`src/design/assert_macros.svh`:
```
// Assertion helpers shared by the RTL files.
`ifndef ASSERT_MACROS_SVH
`define ASSERT_MACROS_SVH

`ifndef SYNTHESIS

// Property must hold at every clock edge outside reset.
`define FRT_ASSERT(lbl, clk, rst_n, prop) \
  lbl: assert property (@(posedge clk) disable iff (!rst_n) (prop)) \
    else $error("frt assertion failed");

// Antecedent in one cycle implies consequent in the next.
`define FRT_ASSERT_NEXT(lbl, clk, rst_n, ante, cons) \
  lbl: assert property (@(posedge clk) disable iff (!rst_n) (ante) |=> (cons)) \
    else $error("frt assertion failed");

`else

`define FRT_ASSERT(lbl, clk, rst_n, prop)
`define FRT_ASSERT_NEXT(lbl, clk, rst_n, ante, cons)

`endif

`endif

```
`src/design/frt_pkg.sv`:
```
`default_nettype none

package frt_pkg;

  localparam int OPEN_ENTRIES  = 8;
  localparam int HISTORY_DEPTH = 8;
  localparam int TIME_WIDTH    = 32;
  localparam int QUEUE_DEPTH   = 2;

  localparam int ENT_IDX_W  = (OPEN_ENTRIES > 1) ? $clog2(OPEN_ENTRIES) : 1;
  localparam int HIST_IDX_W = (HISTORY_DEPTH > 1) ? $clog2(HISTORY_DEPTH) : 1;
  localparam int Q_IDX_W    = (QUEUE_DEPTH > 1) ? $clog2(QUEUE_DEPTH) : 1;
  localparam int Q_CNT_W    = $clog2(QUEUE_DEPTH + 1);

  typedef enum logic [2:0] {
    ST_OPENED     = 3'd0,
    ST_APPENDED   = 3'd1,
    ST_COMPLETED  = 3'd2,
    ST_DUP_MSG    = 3'd3,
    ST_FIRST_LOST = 3'd4,
    ST_DUP_FRAG   = 3'd5,
    ST_OUT_OF_SEQ = 3'd6,
    ST_TABLE_FULL = 3'd7
  } status_t;

  typedef struct packed {
    logic [7:0]  seq_number;
    logic [7:0]  fragment_index;
    logic [7:0]  fragment_count;
    logic [31:0] arrival_time;
  } in_item_t;

  typedef struct packed {
    status_t     status;
    logic [2:0]  slot;
    logic [31:0] elapsed_ticks;
  } out_item_t;

  // Fragment header plus the stateless part of its classification.
  typedef struct packed {
    in_item_t   hdr;
    logic       idx_zero;
    logic [7:0] last_idx;
  } frag_cls_t;

  typedef struct packed {
    logic full;
    logic empty;
  } q_status_t;

endpackage

`default_nettype wire

```
`src/design/frt_front.sv`:
```
`default_nettype none

module frt_front
  import frt_pkg::*;
(
  input  wire logic      in_valid,
  output logic           in_ready,
  input  wire in_item_t  in_data,
  input  wire q_status_t q_status,
  output logic           q_push,
  output frag_cls_t      q_data
);

  assign in_ready = !q_status.full;
  assign q_push   = in_valid && in_ready;

  // Precompute the header tests that need no table state.
  always_comb begin
    q_data          = '0;
    q_data.hdr      = in_data;
    q_data.idx_zero = (in_data.fragment_index == 8'd0);
    q_data.last_idx = in_data.fragment_count - 8'd1;
  end

endmodule

`default_nettype wire

```
`src/design/frt_fifo.sv`:
```
`default_nettype none
`include "assert_macros.svh"

module frt_fifo
  import frt_pkg::*;
(
  input  wire logic      clk,
  input  wire logic      rst_n,
  input  wire logic      push,
  input  wire frag_cls_t push_data,
  input  wire logic      pop,
  output frag_cls_t      pop_data,
  output q_status_t      status
);

  frag_cls_t          mem_r [QUEUE_DEPTH];
  logic [Q_IDX_W-1:0] wr_ptr_r, wr_ptr_nxt;
  logic [Q_IDX_W-1:0] rd_ptr_r, rd_ptr_nxt;
  logic [Q_CNT_W-1:0] cnt_r, cnt_nxt;

  function automatic logic [Q_IDX_W-1:0] ptr_inc(input logic [Q_IDX_W-1:0] p);
    logic [Q_IDX_W-1:0] r;
    if (p == Q_IDX_W'(QUEUE_DEPTH - 1)) begin
      r = '0;
    end else begin
      r = p + 1'b1;
    end
    return r;
  endfunction

  assign status.full  = (cnt_r == Q_CNT_W'(QUEUE_DEPTH));
  assign status.empty = (cnt_r == '0);
  assign pop_data     = mem_r[rd_ptr_r];

  always_comb begin
    wr_ptr_nxt = push ? ptr_inc(wr_ptr_r) : wr_ptr_r;
    rd_ptr_nxt = pop ? ptr_inc(rd_ptr_r) : rd_ptr_r;
    cnt_nxt    = cnt_r;
    if (push && !pop) begin
      cnt_nxt = cnt_r + 1'b1;
    end else if (pop && !push) begin
      cnt_nxt = cnt_r - 1'b1;
    end
  end

  always_ff @(posedge clk) begin
    if (!rst_n) begin
      wr_ptr_r <= '0;
      rd_ptr_r <= '0;
      cnt_r    <= '0;
    end else begin
      wr_ptr_r <= wr_ptr_nxt;
      rd_ptr_r <= rd_ptr_nxt;
      cnt_r    <= cnt_nxt;
    end
  end

  always_ff @(posedge clk) begin
    if (push) begin
      mem_r[wr_ptr_r] <= push_data;
    end
  end

  `FRT_ASSERT(a_cnt_bound, clk, rst_n, cnt_r <= Q_CNT_W'(QUEUE_DEPTH))
  `FRT_ASSERT(a_no_push_full, clk, rst_n, !(push && status.full))
  `FRT_ASSERT(a_no_pop_empty, clk, rst_n, !(pop && status.empty))

endmodule

`default_nettype wire

```
`src/design/frt_back.sv`:
```
`default_nettype none
`include "assert_macros.svh"

module frt_back
  import frt_pkg::*;
(
  input  wire logic      clk,
  input  wire logic      rst_n,
  input  wire frag_cls_t q_data,
  input  wire q_status_t q_status,
  output logic           q_pop,
  output logic           out_valid,
  input  wire logic      out_ready,
  output out_item_t      out_data
);

  logic [OPEN_ENTRIES-1:0]  ent_valid_r, ent_valid_nxt;
  logic [7:0]               ent_seq_r   [OPEN_ENTRIES];
  logic [7:0]               ent_last_r  [OPEN_ENTRIES];
  logic [TIME_WIDTH-1:0]    ent_start_r [OPEN_ENTRIES];
  logic [HISTORY_DEPTH-1:0] hist_valid_r, hist_valid_nxt;
  logic [7:0]               hist_seq_r  [HISTORY_DEPTH];
  logic [HIST_IDX_W-1:0]    hist_ptr_r, hist_ptr_nxt;
  logic                     out_valid_r, out_valid_nxt;
  out_item_t                out_data_r;

  logic                  hist_hit;
  logic                  match_found, free_found;
  logic [ENT_IDX_W-1:0]  match_idx, free_idx;
  logic [8:0]            next_idx;
  logic [TIME_WIDTH-1:0] now, diff;
  logic                  open_en, adv_en, close_en, rec_en;
  out_item_t             res;

  assign q_pop     = !q_status.empty && (!out_valid_r || out_ready);
  assign out_valid = out_valid_r;
  assign out_data  = out_data_r;
  assign now       = TIME_WIDTH'(q_data.hdr.arrival_time);

  // Parallel compares against the history ring and the open table.
  always_comb begin
    hist_hit = 1'b0;
    for (int i = 0; i < HISTORY_DEPTH; i++) begin
      if (hist_valid_r[i] && hist_seq_r[i] == q_data.hdr.seq_number) begin
        hist_hit = 1'b1;
      end
    end
    match_found = 1'b0;
    match_idx   = '0;
    free_found  = 1'b0;
    free_idx    = '0;
    for (int i = OPEN_ENTRIES - 1; i >= 0; i--) begin
      if (ent_valid_r[i] && ent_seq_r[i] == q_data.hdr.seq_number) begin
        match_found = 1'b1;
        match_idx   = ENT_IDX_W'(i);
      end
      if (!ent_valid_r[i]) begin
        free_found = 1'b1;
        free_idx   = ENT_IDX_W'(i);
      end
    end
  end

  assign next_idx = {1'b0, ent_last_r[match_idx]} + 9'd1;
  assign diff     = now - ent_start_r[match_idx];

  // Decide the fate of the fragment at the head of the queue.
  always_comb begin
    open_en  = 1'b0;
    adv_en   = 1'b0;
    close_en = 1'b0;
    rec_en   = 1'b0;
    res      = '0;
    if (hist_hit) begin
      res.status = ST_DUP_MSG;
    end else if (!match_found) begin
      if (!q_data.idx_zero) begin
        res.status = ST_FIRST_LOST;
      end else if (!free_found) begin
        res.status = ST_TABLE_FULL;
      end else if (q_data.last_idx == 8'd0) begin
        rec_en     = 1'b1;
        res.status = ST_COMPLETED;
        res.slot   = 3'(free_idx);
      end else begin
        open_en    = 1'b1;
        res.status = ST_OPENED;
        res.slot   = 3'(free_idx);
      end
    end else if ({1'b0, q_data.hdr.fragment_index} == next_idx) begin
      adv_en   = 1'b1;
      res.slot = 3'(match_idx);
      if (q_data.hdr.fragment_index == q_data.last_idx) begin
        close_en          = 1'b1;
        rec_en            = 1'b1;
        res.status        = ST_COMPLETED;
        res.elapsed_ticks = 32'(diff);
      end else begin
        res.status = ST_APPENDED;
      end
    end else if ({1'b0, q_data.hdr.fragment_index} > next_idx) begin
      res.status = ST_OUT_OF_SEQ;
    end else begin
      res.status = ST_DUP_FRAG;
    end
  end

  always_comb begin
    ent_valid_nxt  = ent_valid_r;
    hist_valid_nxt = hist_valid_r;
    hist_ptr_nxt   = hist_ptr_r;
    if (q_pop && open_en) begin
      ent_valid_nxt[free_idx] = 1'b1;
    end
    if (q_pop && close_en) begin
      ent_valid_nxt[match_idx] = 1'b0;
    end
    if (q_pop && rec_en) begin
      hist_valid_nxt[hist_ptr_r] = 1'b1;
      if (hist_ptr_r == HIST_IDX_W'(HISTORY_DEPTH - 1)) begin
        hist_ptr_nxt = '0;
      end else begin
        hist_ptr_nxt = hist_ptr_r + 1'b1;
      end
    end
    if (q_pop) begin
      out_valid_nxt = 1'b1;
    end else if (out_ready) begin
      out_valid_nxt = 1'b0;
    end else begin
      out_valid_nxt = out_valid_r;
    end
  end

  always_ff @(posedge clk) begin
    if (!rst_n) begin
      ent_valid_r  <= '0;
      hist_valid_r <= '0;
      hist_ptr_r   <= '0;
      out_valid_r  <= 1'b0;
    end else begin
      ent_valid_r  <= ent_valid_nxt;
      hist_valid_r <= hist_valid_nxt;
      hist_ptr_r   <= hist_ptr_nxt;
      out_valid_r  <= out_valid_nxt;
    end
  end

  always_ff @(posedge clk) begin
    if (q_pop && open_en) begin
      ent_seq_r[free_idx]   <= q_data.hdr.seq_number;
      ent_last_r[free_idx]  <= 8'd0;
      ent_start_r[free_idx] <= now;
    end
    if (q_pop && adv_en) begin
      ent_last_r[match_idx] <= q_data.hdr.fragment_index;
    end
    if (q_pop && rec_en) begin
      hist_seq_r[hist_ptr_r] <= q_data.hdr.seq_number;
    end
    if (q_pop) begin
      out_data_r <= res;
    end
  end

  `FRT_ASSERT(a_hist_ptr_range, clk, rst_n,
              hist_ptr_r <= HIST_IDX_W'(HISTORY_DEPTH - 1))
  `FRT_ASSERT_NEXT(a_dup_msg_keeps_table, clk, rst_n, q_pop && hist_hit,
                   $stable(ent_valid_r) && $stable(hist_ptr_r))
  `FRT_ASSERT(a_elapsed_only_completed, clk, rst_n,
              !(out_valid_r && out_data_r.elapsed_ticks != 32'd0 &&
                out_data_r.status != ST_COMPLETED))

endmodule

`default_nettype wire

```
`src/design/fragment_reassembly_tracker_unit.sv`:
```
// Fragment reassembly tracker: decides the fate of each fragment header.
// Input channel (in_valid/in_ready/in_data) carries one header beat: sequence
// number, fragment index, fragment count and a 32-bit arrival tick count.
// Result channel (out_valid/out_ready/out_data) returns exactly one beat per
// header: status code, table slot and elapsed ticks for completed messages.
// The front end classifies headers and pushes them into a two-entry queue;
// the back end checks the completed-message history and the open-message
// table combinationally and updates both; each result is then registered.
// A queued header is popped once the result register is free or being taken.
// Throughput: one header per cycle while out_ready stays high; the back end
// updates its table as it pops each header, which sets that rate.
// Stall: when out_ready is low the result register holds, the back end stops
// popping, and in_ready drops once the queue fills (two more beats).
// Reset (rst_n low, synchronous): empties the queue, clears all open entries,
// the history ring and its write pointer, and drops out_valid.
`default_nettype none

module fragment_reassembly_tracker_unit
  import frt_pkg::*;
(
  input  wire logic      clk,
  input  wire logic      rst_n,
  input  wire logic      in_valid,
  output logic           in_ready,
  input  wire in_item_t  in_data,
  output logic           out_valid,
  input  wire logic      out_ready,
  output out_item_t      out_data
);

  // Queue handshake between front and back halves.
  q_status_t q_status;
  logic      q_push;
  logic      q_pop;
  frag_cls_t q_wr_data;
  frag_cls_t q_rd_data;

  // Front end: accept header beats, precompute index tests.
  frt_front u_front (
    .in_valid (in_valid),
    .in_ready (in_ready),
    .in_data  (in_data),
    .q_status (q_status),
    .q_push   (q_push),
    .q_data   (q_wr_data)
  );

  // Short queue: decouples input acceptance from result stalls.
  frt_fifo u_fifo (
    .clk       (clk),
    .rst_n     (rst_n),
    .push      (q_push),
    .push_data (q_wr_data),
    .pop       (q_pop),
    .pop_data  (q_rd_data),
    .status    (q_status)
  );

  // Back end: history check, table update, registered result.
  frt_back u_back (
    .clk       (clk),
    .rst_n     (rst_n),
    .q_data    (q_rd_data),
    .q_status  (q_status),
    .q_pop     (q_pop),
    .out_valid (out_valid),
    .out_ready (out_ready),
    .out_data  (out_data)
  );

endmodule

`default_nettype wire

```
`config.mk`:
```
export PLATFORM = sky130hd
export DESIGN_NAME = fragment_reassembly_tracker_unit
export DESIGN_NICKNAME = d
export VERILOG_FILES = /design/src/design/frt_pkg.sv /design/src/design/frt_front.sv /design/src/design/frt_fifo.sv /design/src/design/frt_back.sv /design/src/design/fragment_reassembly_tracker_unit.sv
export VERILOG_INCLUDE_DIRS = /design/src /design/src/design
export SDC_FILE = /design/constraint.sdc
export NUM_CORES = 1
export LEC_CHECK = 0
export BUFFER_PORTS_ARGS = -buffer_cell sky130_fd_sc_hd__buf_2
export CAP_MARGIN = 20
export CORE_ASPECT_RATIO = 1.4
export CORE_MARGIN = 2
export CORE_UTILIZATION = 30
export CTS_CLUSTER_SIZE = 30
export DETAILED_ROUTE_END_ITERATION = 6
export MAX_ROUTING_LAYER = met4
export PLACE_DENSITY_LB_ADDON = 0.1
export SLEW_MARGIN = 20
export SYNTH_ARGS = -nofsm -noshare
export SYNTH_HDL_FRONTEND = slang
export SYNTH_HIERARCHICAL = 1
export SYNTH_SLANG_ARGS = --single-unit
```
`constraint.sdc`:
```
create_clock -name clk -period 9.96 [get_ports clk]
set_clock_uncertainty 0.1 [all_clocks]
set_input_delay 0.498 -clock clk [delete_from_list [all_inputs] [get_ports clk]]
set_output_delay 0.498 -clock clk [all_outputs]
set_load 0.02 [all_outputs]
```
==> Word-level counts from Yosys, hierarchy flattened <==
Memories as Yosys holds them, arrays and structs flattened. A register that Yosys moved wholly into a read port is not among the register bits.
Cells that the tools add are included.
{ "totals": {"regBits": 62, "out_inout_bits": 40, "rom_bits": 0, "ramBits": 578, "memories": 5, "inputBits": 60, "latch_bits": 0, "word_cells": 193} }
{ "memory_table": {"columns": ["name", "depth", "width", "read_ports", "rd_ports_with_merged_regs", "wr", "line", "text"], "rows": [
  ["u_back.ent_start_r", 8, 32, 1, 0, 1, "frt_back.sv:20", "logic [TIME_WIDTH-1:0] ent_start_r [OPEN_ENTRIES];"],
  ["u_fifo.mem_r", 2, 65, 1, 1, 1, "frt_fifo.sv:16", "frag_cls_t mem_r [QUEUE_DEPTH];"],
  ["u_back.ent_last_r", 8, 8, 1, 0, 1, "frt_back.sv:19", "logic [7:0] ent_last_r [OPEN_ENTRIES];"],
  ["u_back.ent_seq_r", 8, 8, 8, 0, 1, "frt_back.sv:18", "logic [7:0] ent_seq_r [OPEN_ENTRIES];"],
  ["u_back.hist_seq_r", 8, 8, 8, 0, 1, "frt_back.sv:22", "logic [7:0] hist_seq_r [HISTORY_DEPTH];"]
]} }
{ "classes": {"n_eq_ne": 20, "n_bitwise": 7, "n_mux": 96, "reduce_logical": 40, "mul": 0, "n_shift": 0, "add_sub_neg": 8, "n_div": 0, "magnitude_cmp": 7} }
{ "ops": {"columns": ["cell", "n"], "rows": [
  ["8-bit == test", 17],
  ["3-bit two-way mux", 23],
  ["1-bit two-way mux", 59],
  ["35-bit two-way mux", 1],
  ["32-bit two-way mux", 1],
  ["32-bit subtractor", 1],
  ["1-bit logical AND", 27],
  ["8-bit two-way mux", 3],
  ["8-bit zero test", 2],
  ["8-bit OR", 2],
  ["3-bit by 4-bit < comparator with 1-bit output (second input constant)", 3],
  ["8-bit by 1-bit adder with 9-bit output (second input constant)", 1],
  ["1-bit demux with 3-bit select", 3],
  ["8-bit by 9-bit == test with 1-bit output", 1],
  ["3-bit by 1-bit >= comparator with 1-bit output (second input constant)", 3],
  ["8-bit by 9-bit > comparator with 1-bit output", 1],
  ["8-bit AND", 1],
  ["2-bit two-way mux", 4],
  ["8-bit inverter", 1],
  ["8-bit OR reduction", 1],
  ["8-bit by 1-bit subtractor with 8-bit output (second input constant)", 1],
  ["6-bit two-way mux", 1],
  ["1-bit zero test", 5],
  ["5-bit two-way mux", 1],
  ["other kinds (11)", 15]
]} }

==> Longest topological paths before layout <==
An unclocked memory read counts as a cell.
{ "depth": {"depth_word": 22, "depth_mapped": 31, "mapped_depth_nobuf": 25} }

==> By module <==
Netlist, hierarchy kept.
{ "by_module_without_submodules": {"columns": ["mod", "cells_per_inst", "area_each_um2", "n_inst", "seq_area_each_um2"], "rows": [
  ["frt_back", 1615, 22091.2, 1, 14994.4],
  ["frt_fifo", 224, 4923.5, 1, 4003.8],
  ["frt_front", 79, 574.3, 1, 0.0]
]} }

==> Worst setup path after synthesis <==
OpenSTA, ideal clock, no wires.
{ "synth_path": {"path_type": "flip-flop to flip-flop", "from": "register with a tool-made name", "to": "register u_back.ent_valid_r[1]", "arrival_ps": 6469, "stages_incl_launch_ff": 17, "path_buffers": 4, "setup_slack_ps": 3307, "setup_ps": 84, "period_less_slack_ps": 6653, "required_ps": 9776, "path_cell_list": "dfxtp_1 buf_4 buf_6 mux2_2 buf_6 buf_6 xnor2_1 nand4_1 nor3_1 or4_4 nor3_1 and3b_1 nand3_1 or2_2 nor3_1 o21ai_0 a31oi_1"} }
{ "synth_rtl": {"columns": ["element", "line", "text"], "rows": [
  ["end signal: assignment", "frt_back.sv:142", "ent_valid_r <= ent_valid_nxt;"],
  ["end: declaration", "frt_back.sv:17", "logic [OPEN_ENTRIES-1:0] ent_valid_r, ent_valid_nxt;"]
]} }

==> flow_summary.toml <==
[outcome]
status = "finished, final reports clean"

[timing]
period_share_pct = 75.6
rsz0062_at_grt = "no"
finalSetupViolCount = 0
slew_viol_final = 0
whs_ns = 0.0895
max_freq_mhz = 133
tightest_slew_ns = 1.15
setup_tns_ns = 0
hold_viol_final = 0
relSlewSlack_pct = 22.8
period_minus_slack_ns = 7.53

[final_layout]
final_nets = 2131
filler_cell_count = 8635
fin_util_pct = 34.9
area_growth_pct = 16.0
finish.instance_area_um2 = 31300
multi_input_area_um2 = 7610
diodes = 0
layout-drive-gt1-share_pct = 16.2
ff_latch_area_um2 = 18500

[clock_network]
h-tree-depth = 3
clk_pin_slew_ns = 0.06
cts_buffers = 70
cts_resized = 0
clock-sinks = 625
post_cts_buffers = 0
insertion_delay_ns = 0.62
cts_tree = "done"
clk_path_buf_depth = 3
root_buffer = "clkbuf_16"
ctsHoldBuffers = 48

[grt]
grt_max_degree = 59
antenna_found_initial = 1
grt_pass1_vias = 16500
grt_first_pass_wirelength_mm = 107
grt_util_all_layers_pct = 16.2
grt_overflow_total = 0

[placed_design]
gp_congestion = 0.887
placed_cell_area_um2 = 28500
hpwl_mm = 45.2
io_buffer_count = 99

[route]
vias = 15600
antenna_left = 0
wl_per_cell_um = 22.1
drt_iter0_drc = 857
drc = 0
dr.pass1.iters = 5
wl_mm = 72.4
viasPerCell = 4.78

[power_and_ir_drop]
finalPower_mw = 7.52
p_per_area_nw_per_um2 = 241
peakVddDrop_mv = 0.103
p_leak_nw = 10.7

[flow_run]
maxCapViolCount = 0

[floorplanning]
io-pin-count = 100
placementRows = 130
initial_core_util_pct = 30.1
dieWidth_um = 257
dieArea_um2 = 92300
core_um2 = 89500
die_h_um = 359

[worst_setup_path]
r2r_cells = 19
crit_chain = "mux2_2, xnor2_1, nand4_1, nor3_1, a32oi_1, o21ai_1, and2_1, buf_4, mux2i_1, a2111oi_1, nand4_1, xnor2_1, ha_1, nand4_1, nor2_1, nand2_1, a21oi_1, a32oi_1, a21oi_1"
critPathKind = "flop to flop"
rr_endpoint = "u_back/ent_last_r[5][7]$_DFFE_PP_"
crit_slowest_cell = "a21oi_1"
cp.required_ns = 10.08
r2r_slack_ns = 2.43
cpMostUsedCell = "nand4_1"
cp-start-kind = "flop"
endpoint_kind = "flop"
cp.arrival_ns = 7.65
critical-path-max-stage-delay_ns = 0.84
cp_max_fo = 32

[hold_path]
hold_class = "primary input to flop"
holdPathStages = 2
min_to = "u_fifo/mem_r[1][0]$_DFFE_PP_"
min_from = "in_data[32]"

[synthesis]
syn_area_um2 = 27000
syn_avg_cell_area_um2 = 14.3
yosysWarnings = 6
syn_inst = 1886
syn_nets = 1991
-- sequential cells by signal, indices dropped and copies added, names as in the netlist, named ones only --
name,flops
u_fifo/rd_ptr_r,1
u_back/ent_start_r,256
u_back/out_valid,1
u_back/out_data,38
u_fifo/mem_r,114
u_back/ent_last_r,64
u_fifo/wr_ptr_r,1
u_back/ent_seq_r,64
u_back/hist_valid_r,8
u_back/hist_seq_r,64
u_back/ent_valid_r,8
u_fifo/cnt_r,2
u_back/hist_ptr_r,3
-- cells in the final DEF (no fill, tap or decap), drive strengths merged, types with 25 or more instances in the layout --
cell type / instances
xnor2: 94
mux2: 59
dlygate4sd3: 48
nand2: 201
xor2: 80
edfxtp: 600
a21oi: 90
buf: 139
clkbuf: 94
mux2i: 48
o21ai: 63
ha: 44
dfxtp: 25
nand3: 29
nor3: 50
inv: 33
nor2: 88
-- worst max-delay path, delay by kind of cell (launching register included) --
kind,cells,cell delay [ns]
xor+xnor,2,0.42
compound gates,6,2.58
mux,2,1.09
simple gates,7,1.76
fa+ha+maj,1,0.29
flops,1,0.38
buf+inv,1,0.48
-- how the worst max path moves through the flow --
stage | end | slack [ns] | cells past startpoint
2_1_floorplan | u_back/ent_valid_r[1]$_SDFF_PN0_ | 3.35 | 16
3_3_place_gp | u_back/out_data[30]$_SDFFCE_PP0P_ | 2.39 | 24
3_5_place_dp | u_back/ent_last_r[4][1]$_DFFE_PP_ | 2.43 | 19
4_1_cts | u_back/ent_last_r[4][5]$_DFFE_PP_ | 2.39 | 19
5_1_grt | u_back/ent_last_r[5][0]$_DFFE_PP_ | 1.89 | 22
6_report | u_back/ent_last_r[5][7]$_DFFE_PP_ | 2.43 | 19
-- metrics by stage --
stage / worst slack [ns] / std cells
final: 2.43 / 3269
after global routing: 1.89 / 3269
after CTS: 2.39 / 3268
after detailed placement: 2.43 / 3093
after global placement: 2.39 / 3093
after floorplan: 3.35 / 1886
-- metal layers --
metal | part of all wire (%) | track usage [%] | routed length (µm) | vias up
li1 | - | - | - | 7300
met1 | 43 | 18.9 | 30800 | 7906
met2 | 51 | 28.5 | 37100 | 290
met3 | 3.1 | 2.02 | 2250 | 122
met4 | 3.1 | 6.14 | 2250 | 0
met5 | 0 | - | 0 | -
-- power by group --
| group | total [mW] | internal [mW] | leakage (nW) | switching, mW |
|---|---|---|---|---|
| Sequential | 3.33 | 3.26 | 5.57 | 0.0757 |
| Clock | 2.54 | 1.50 | 1.09 | 1.05 |
| Combinational | 1.65 | 0.575 | 4.01 | 1.07 |
| Total | 7.52 | 5.33 | 10.7 | 2.19 |
-- layout make-up --
cell class / instances / share of cell area, %
inverters: 30 / 0.360
clock inverters: 33 / 0.956
flip-flops and latches: 625 / 59.2
multi-input cells: 1112 / 24.3
well taps: 1188 / 4.75
clock buffers: 94 / 6.20
repair buffers: 187 / 4.15
Power figures use the tool's default switching activity.
